<file path="src/rtl/core/fbv_pkg.sv">
// ----------------------------------------------------------------------------
// fbv_pkg
// Shared constants and types for the face visibility / alpha pipeline.
// ----------------------------------------------------------------------------
package fbv_pkg;

  localparam int UNIT_BITS  = 30;
  localparam int UNIT_W     = UNIT_BITS + 2;
  localparam int SQ_W       = 2 * UNIT_BITS + 2;
  localparam int ROOT_W     = UNIT_BITS + 1;
  localparam int SQRT_STEPS = UNIT_BITS + 1;
  localparam int DIV_STEPS  = UNIT_BITS + 1;
  localparam int DIV_W      = 2 * UNIT_BITS + 1;
  localparam int DOT_W      = 2 * UNIT_W;

  localparam int CFG_W     = 16;
  localparam int CFG_IDX_W = 2;

  localparam logic [CFG_IDX_W-1:0] CFG_VIEW_DIST = 2'd0;
  localparam logic [CFG_IDX_W-1:0] CFG_FADE_LOW  = 2'd1;
  localparam logic [CFG_IDX_W-1:0] CFG_FADE_HIGH = 2'd2;

  localparam logic        [CFG_W-1:0] VIEW_DIST_RST = 16'd1000;
  localparam logic signed [CFG_W-1:0] FADE_LOW_RST  = -16'sd4915;
  localparam logic signed [CFG_W-1:0] FADE_HIGH_RST = 16'sd4915;

  localparam int              ALPHA_W   = 8;
  localparam logic [ALPHA_W-1:0] ALPHA_MAX = 8'd255;

  typedef logic signed [UNIT_W-1:0] unit_t;

  typedef struct packed {
    logic       valid;
    logic       zero;
    logic [2:0] neg;
  } fbv_ctl_t;

endpackage

</file>
<file path="src/rtl/core/fbv_alpha.sv">
// ----------------------------------------------------------------------------
// fbv_alpha
// Alpha ramp from the score: band compares, scale by 255, 8-stage divide.
// ----------------------------------------------------------------------------
module fbv_alpha #(
  parameter int SCORE_W = 16
) (
  input  logic                       clk_i,
  input  logic                       rst_ni,
  input  logic                       valid_i,
  input  logic signed [SCORE_W-1:0]  score_i,
  input  logic signed [fbv_pkg::CFG_W-1:0] fade_low_i,
  input  logic signed [fbv_pkg::CFG_W-1:0] fade_high_i,
  output logic                       done_o,
  output logic signed [SCORE_W-1:0]  score_o,
  output logic [fbv_pkg::ALPHA_W-1:0] alpha_o,
  output logic                       drawn_o,
  output logic                       facing_o
);
  import fbv_pkg::*;

  localparam int CW   = ((SCORE_W > CFG_W) ? SCORE_W : CFG_W) + 2;
  localparam int NUMW = CW + ALPHA_W;
  localparam int NST  = ALPHA_W + 2;

  logic               vld_q [NST];
  logic               lo_q  [NST];
  logic               hi_q  [NST];
  logic               pos_q [NST];
  logic signed [SCORE_W-1:0] sc_q [NST];
  logic signed [CW-1:0]      diff_q;
  logic [CW-1:0]             den_q;
  logic [NUMW-1:0]           r_q [ALPHA_W+1];
  logic [ALPHA_W-1:0]        q_q [ALPHA_W+1];

  logic signed [CW-1:0] sc_w, lo_w, hi_w;
  assign sc_w = CW'(score_i);
  assign lo_w = CW'(fade_low_i);
  assign hi_w = CW'(fade_high_i);

  always_ff @(posedge clk_i or negedge rst_ni) begin
    if (!rst_ni) begin
      for (int s = 0; s < NST; s++) vld_q[s] <= 1'b0;
      done_o <= 1'b0;
    end else begin
      vld_q[0] <= valid_i;
      for (int s = 1; s < NST; s++) vld_q[s] <= vld_q[s-1];
      done_o <= vld_q[NST-1];
    end
  end

  always_ff @(posedge clk_i) begin
    lo_q[0]  <= sc_w <= lo_w;
    hi_q[0]  <= sc_w >= hi_w;
    pos_q[0] <= score_i > 0;
    sc_q[0]  <= score_i;
    diff_q   <= sc_w - lo_w;
    den_q    <= hi_w - lo_w;
    for (int s = 1; s < NST; s++) begin
      lo_q[s]  <= lo_q[s-1];
      hi_q[s]  <= hi_q[s-1];
      pos_q[s] <= pos_q[s-1];
      sc_q[s]  <= sc_q[s-1];
    end
    r_q[0] <= (NUMW'(diff_q) << ALPHA_W) - NUMW'(diff_q);
    q_q[0] <= '0;
  end

  for (genvar s = 0; s < ALPHA_W; s++) begin : g_div
    localparam int SH = ALPHA_W - 1 - s;
    logic [NUMW-1:0] dsh;
    assign dsh = NUMW'(den_q) << SH;
    always_ff @(posedge clk_i) begin
      if (r_q[s] >= dsh) begin
        r_q[s+1] <= r_q[s] - dsh;
        q_q[s+1] <= q_q[s] | (ALPHA_W'(1) << SH);
      end else begin
        r_q[s+1] <= r_q[s];
        q_q[s+1] <= q_q[s];
      end
    end
  end

  always_ff @(posedge clk_i) begin
    score_o  <= sc_q[NST-1];
    drawn_o  <= !lo_q[NST-1];
    facing_o <= pos_q[NST-1];
    if (lo_q[NST-1]) begin
      alpha_o <= '0;
    end else if (hi_q[NST-1]) begin
      alpha_o <= ALPHA_MAX;
    end else begin
      alpha_o <= q_q[ALPHA_W];
    end
  end

endmodule
</file>
<file path="config.mk">
export PLATFORM = sky130hd
export DESIGN_NAME = fbv_alpha
export DESIGN_NICKNAME = d
export VERILOG_FILES = /design/src/rtl/core/fbv_pkg.sv /design/src/rtl/core/fbv_alpha.sv
export SDC_FILE = /design/constraint.sdc
export NUM_CORES = 1
export LEC_CHECK = 0
export ABC_CLOCK_PERIOD_IN_PS = 4000
export CAP_MARGIN = 20
export CORE_ASPECT_RATIO = 0.8
export CORE_MARGIN = 2
export CORE_UTILIZATION = 60
export CTS_CLUSTER_DIAMETER = 150
export DETAILED_ROUTE_END_ITERATION = 6
export DONT_BUFFER_PORTS = 1
export PLACE_DENSITY = 0.76
export SYNTH_ARGS = -nofsm -noshare
export SYNTH_HDL_FRONTEND = slang
export SYNTH_SLANG_ARGS = --single-unit
</file>
<file path="constraint.sdc">
create_clock -name clk_i -period 4 [get_ports clk_i]
set_clock_uncertainty 0.2 [all_clocks]
set_input_delay 0 -clock clk_i [delete_from_list [all_inputs] [get_ports clk_i]]
set_output_delay 0 -clock clk_i [all_outputs]
set_load 0.005 [all_outputs]
</file>
======== Yosys cells after proc, flatten, opt, wreduce, memory -nomap -nowiden ========
Memory sizes are Yosys's and may differ from the RTL's. A register that Yosys moved wholly into a read port is not among the register bits.
Index checks and enable logic that the tools add are counted.
cells by class
  add/sub/neg operators ................... 11
  order comparisons ....................... 11
  muxes and demuxes ....................... 41
  bitwise logic cells ..................... 16
  reductions and logical operators ........ 1
operator list
  kind                   count
  $mux W26               8
  $mux W8                9
  $sub A16 B16 Y17       2
  $ge A26 B18 Y1         1
  $ge A26 B19 Y1         1
  $ge A26 B20 Y1         1
  $ge A26 B21 Y1         1
  $ge A26 B22 Y1         1
  $ge A26 B23 Y1         1
  $ge A26 B24 Y1         1
  $ge A26 B25 Y1         1
  $sub A25 B17 Y26       1
  $sub A26 B18 Y26       1
  $sub A26 B19 Y26       1
  $sub A26 B20 Y26       1
  $sub A26 B21 Y26       1
  $sub A26 B22 Y26       1
  $sub A26 B23 Y26       1
  $sub A26 B24 Y26       1
  $sub A26 B25 Y26       1
  $mux W1                24
  $ge A16 B16 Y1         1
  $gt A16 B1 Y1 const B  1
  $le A16 B16 Y1         1
  2 further kinds        17
word-level totals
  register bits ........................... 54
  RAM bits ................................ 496
  input bits .............................. 51
  output and inout bits ................... 27
  memories ................................ 6
memories
  name   words  width  read ports  clocked after Yosys merged registers in  wr ports  line             text
  r_q    9      26     8           0                                        9         fbv_alpha.sv:33  logic [NUMW-1:0] r_q [ALPHA_W+1];
  sc_q   10     16     10          1                                        10        fbv_alpha.sv:30  logic signed [SCORE_W-1:0] sc_q [NST];
  q_q    9      8      9           0                                        9         fbv_alpha.sv:34  logic [ALPHA_W-1:0] q_q [ALPHA_W+1];
  hi_q   10     1      10          0                                        10        fbv_alpha.sv:28  logic hi_q [NST];
  lo_q   10     1      10          0                                        10        fbv_alpha.sv:27  logic lo_q [NST];
  pos_q  10     1      10          1                                        10        fbv_alpha.sv:29  logic pos_q [NST];

======== Logic depth before layout (Yosys ltp) ========
An unclocked memory read counts as a cell.
  depth in word-level cells ............... 5
  depth in mapped cells ................... 14
  gate-level depth less buffers ........... 12

======== Least setup slack after synthesis ========
OpenSTA, ideal clock, no wires.
  path type ............................... register to register
  from .................................... reg den_q[1]
  to ...................................... mem r_q[4][5] (netlist name)
  setup time .............................. 0.121 ns
  arrival ................................. 2.979 ns
  data required time ...................... 3.679 ns
  setup slack ............................. 0.701 ns
  stages on the path, launching flop included .. 11
  period minus slack after synthesis ...... 3.299 ns
  path through ............................ dfxtp_1 -> inv_1 -> fa_1 -> a211oi_1 -> o21bai_1 -> a21o_1 -> o2111ai_1 -> a21oi_1 -> o21ai_0 -> clkbuf_1 -> mux2_2
RTL lines
  item                      line             text
  start: declaration        fbv_alpha.sv:32  logic [CW-1:0] den_q;
  start signal: assignment  fbv_alpha.sv:58  den_q <= hi_w - lo_w;
  end: declaration          fbv_alpha.sv:33

======== Worst setup path after layout ========
  from .................................... in score_i[0]
  to ...................................... reg diff_q[14]
on the way
  word-level cells in the longest chain between the ends .. 1
ends and longest elaborated chain
  item                    line             text
  start: declaration      fbv_alpha.sv:11  input logic signed [SCORE_W-1:0] score_i,
  $sub A16 B16 Y17        fbv_alpha.sv:57  diff_q <= sc_w - lo_w;
  end signal: assignment  fbv_alpha.sv:57
  end: declaration        fbv_alpha.sv:31  logic signed [CW-1:0] diff_q;
No other way between the ends.
A chain may end at the register's enable or synchronous reset.

==> impl_metrics.yaml <==
worst_setup_path:
  ff2ff_path_depth: 12
  cp-end-kind: "register"
  path_buf_inv: 4
  worstPathMaxFanout: 4
  r2r_setup_slack_ps: 270
  critPathArrivalTime_ps: 4140
  path_cells: "dlygate4sd3_1, dlygate4sd3_1, inv_1, ha_1, fa_1, nor2b_1, o21ai_0, a21boi_2, o211ai_1, a31o_2, o21ai_0, a21oi_1, xnor2_1, dlygate4sd3_1"
  r2r_start: "den_q[1]$_DFF_P_"
  critPathTopFamily: "buffers and inverters"
  slowest_delay_ps: 670
  slowest_stage: "dlygate4sd3_1"
  cp_common_cell: "dlygate4sd3_1"
  critPathLaunchType: "input port"
  crit_required_ps: 4310
  critPathKind: "in -> reg"
  r2r-end: "r_q[1][8]$_DFF_P_"
timing:
  setup_viol: 0
  fin_crit_sh_pct: 95.9
  setup_ws_ps: 165
  slew_viol_final: 0
  clock.fmax_ghz: 0.261
  hold_slack_ps: 25.0
  relSlewSlack_pct: 37.7
  finalHoldViolCount: 0
  min_period_ps: 3840
  rsz0062_at_grt: "false"
  tns_ps: 0
  worst_slew_pin_slew_ps: 932
synthesis:
  ys_seq_area_share_pct: 47.3
  synth_top_cell_by_area: "dfxtp_1"
  netlist_area_sq_um: 21500
  async_flop_share_pct: 2.18
  synth_seq_cells: 505
  ys_warn_count: 0
  synth.avg_cell_area_sq_um: 9.90
  yosys-top-cells-area: "dfxtp_1, ha_1, xnor2_1"
  synthCells: 2172
  synth_fp_nets: 2442
  synth_edf_count: 0
  ys.flop_type: "dfxtp_1"
  synth_top_area_share_pct: 46.0
  synth_cell_types: 69
final_layout:
  n_fill_cell: 2536
  syn_to_final_growth_pct: 15.4
  mostFrequentLayoutCells: "dfxtp_1, ha_1, nand2_1"
  fin_area_sq_um: 24800
  final_common_cell: "dfxtp_1"
  nets: 2587
  drive_gt1_share_pct: 6.63
place:
  dp_worst_setup_slack_ps: 427
  io_buffers: 0
  gp_congestion: 0.955
  dp_hpwl_um: 36800
  post_dp_cell_area_sq_um: 22200
floorplan:
  coreArea_sq_um: 35000
  chipWidth_um: 216
  ioPinCount: 78
  die_y_um: 173
  start_util_pct: 61.4
  placementRows: 61
  die-area_sq_um: 37400
clock_tree:
  root_buffer: "clkbuf_16"
  cts_tree: "built"
  numClockSinks: 505
  h-tree-depth: 2
  cts_made_buffers: 46
  clk_path_buf_depth: 3
  clock_latency_ps: 590
  path_clk_slew_ps: 70
power:
  finalPower_mw: 22.5
  vdd_drop_max_mv: 0.525
  clockPowerShare_pct: 20.4
  p_comb_share_pct: 46.3
  power_leakage_nw: 10.7
  power_density_nw_per_um2: 905
  p_sw_share_pct: 38.5
  p_int_mw: 13.8
  seqPwrFrac_pct: 33.3
  power.switching_mw: 8.65
detailed_routing:
  totalWireLength_um: 51900
  first_pass_iters: 7
  drt_iter0_drc: 1626
  wl_per_cell_um: 18.4
  drc: 0
  avgViaCountPerCell: 5.81
  via_count: 16400
  drtAntennaViolNets: 0
hold_path:
  hp-class: "in -> reg"
  hold_depth: 1
  hold_end: "sc_q[0][10]$_DFF_P_"
  min_from: "score_i[10]"
global_routing:
  grt_max_degree: 26
  antenna_found_initial: 2
  overflow: 0
  grt_pass1_vias: 16200
  grt_usage_pct: 27.5
  grt_pass1_wl_um: 83600
outcome:
  status: "complete, no violations"
flow_run:
  maxCapViolCount: 0
==> through the flow <==
stage               util (%)  instances
floorplan                  -       2172
global placement        63.5       2644
detailed placement      63.5       2644
CTS                     70.8       2825
global route            70.8       2826
finish                  70.8       2826
==> Yosys cell counts, drive strengths merged, types with 9 or more instances <==
master	number
o31a	15
fa	9
nand2b	21
xnor2	94
o31ai	12
or2	13
o21bai	13
nor2b	28
a211oi	24
dfrtp	11
xor2	77
nor3	41
nor2	145
clkbuf	20
nand3	25
and3	13
a2111oi	13
o21ai	155
a31oi	26
o211ai	17
nor4	18
buf	11
nand2	157
ha	210
a21o	61
o21a	31
nand4	19
dfxtp	494
or3	22
inv	124
a21oi	132
and2	13
mux2	24
==> worst max-delay path by stage <==
stage | slack (ps) | startpoint | cells after the start | to
6_report | 160 | score_i[0] | 14 | diff_q[14]$_DFF_P_
3_5_place_dp | 430 | den_q[1]$_DFF_P_ | 12 | r_q[1][9]$_DFF_P_
5_1_grt | 50 | den_q[1]$_DFF_P_ | 12 | r_q[1][11]$_DFF_P_
4_1_cts | 40 | score_i[0] | 14 | diff_q[14]$_DFF_P_
2_1_floorplan | 700 | den_q[1]$_DFF_P_ | 10 | r_q[4][5]$_DFF_P_
3_3_place_gp | 530 | den_q[1]$_DFF_P_ | 12 | r_q[1][7]$_DFF_P_
==> metal layers <==
layer  GRT usage (%)  wire (um)
met1            36.6      23200
met2            45.7      23800
met3            4.56       3390
met4            8.97       1480
met5               0         13
==> worst register-to-register path: cells and delay by family, from the launching register on <==
family                     cells  cell delay [ps]
buffers and inverters          3              860
AOI/OAI and AO/OA              6             1600
and+or+nand+nor                2              240
DFF                            1              330
adders and majority gates      1              350
==> registers in the layout (all words and copies together) (netlist names) <==
signal / count
r_q: 208
sc_q: 160
q_q: 36
den_q: 17
diff_q: 17
score_o: 16
hi_q: 10
lo_q: 10
pos_q: 10
vld_q: 10
alpha_o: 8
done_o: 1
drawn_o: 1
facing_o: 1
==> kinds of logic after synthesis <==
kind of cell	after synthesis	share of synthesized area, %
AO/OA/AOI/OAI	553	16.4
XOR/XNOR	171	6.96
adder cells (fa/ha/maj)	219	13.1
buffers and inverters	155	2.78
flip-flops	505	47.3
multiplexers	26	1.38
AND/OR/NAND/NOR	543	12.2
==> final cells by class <==
class	count	area, sq um	share of cell area, %
inverters	124	465	1.88
clock inverters	21	315	1.27
multi-input cells	1512	10800	43.5
clock buffers	63	1280	5.18
flip-flops and latches	505	10200	41.0
well taps	472	591	2.38
diodes	1	2.50	0.0101
repair buffers	128	1200	4.85
==> power by group through the flow <==
stage	Sequential, mW	Clock (mW)	Combinational (mW)
2_1_floorplan	7.15	0	7.96
3_3_place_gp	7.52	0	9.70
3_5_place_dp	7.53	0	9.96
4_1_cts	7.45	4.62	10.2
5_1_grt	7.59	4.84	11.6
6_report	7.48	4.58	10.4
==> what timing repair did <==
| action | 4_1_cts | 5_1_grt |
|---|---|---|
| hold endpoints to repair | 65 | 0 |
| buffers inserted | 0 | 0 |
| endpoints found under the setup margin | 0 | 2 |
| hold buffers | 97 | 0 |
| gates resized for setup | 0 | 2 |
Note: power is estimated with default switching activity, not from simulation.
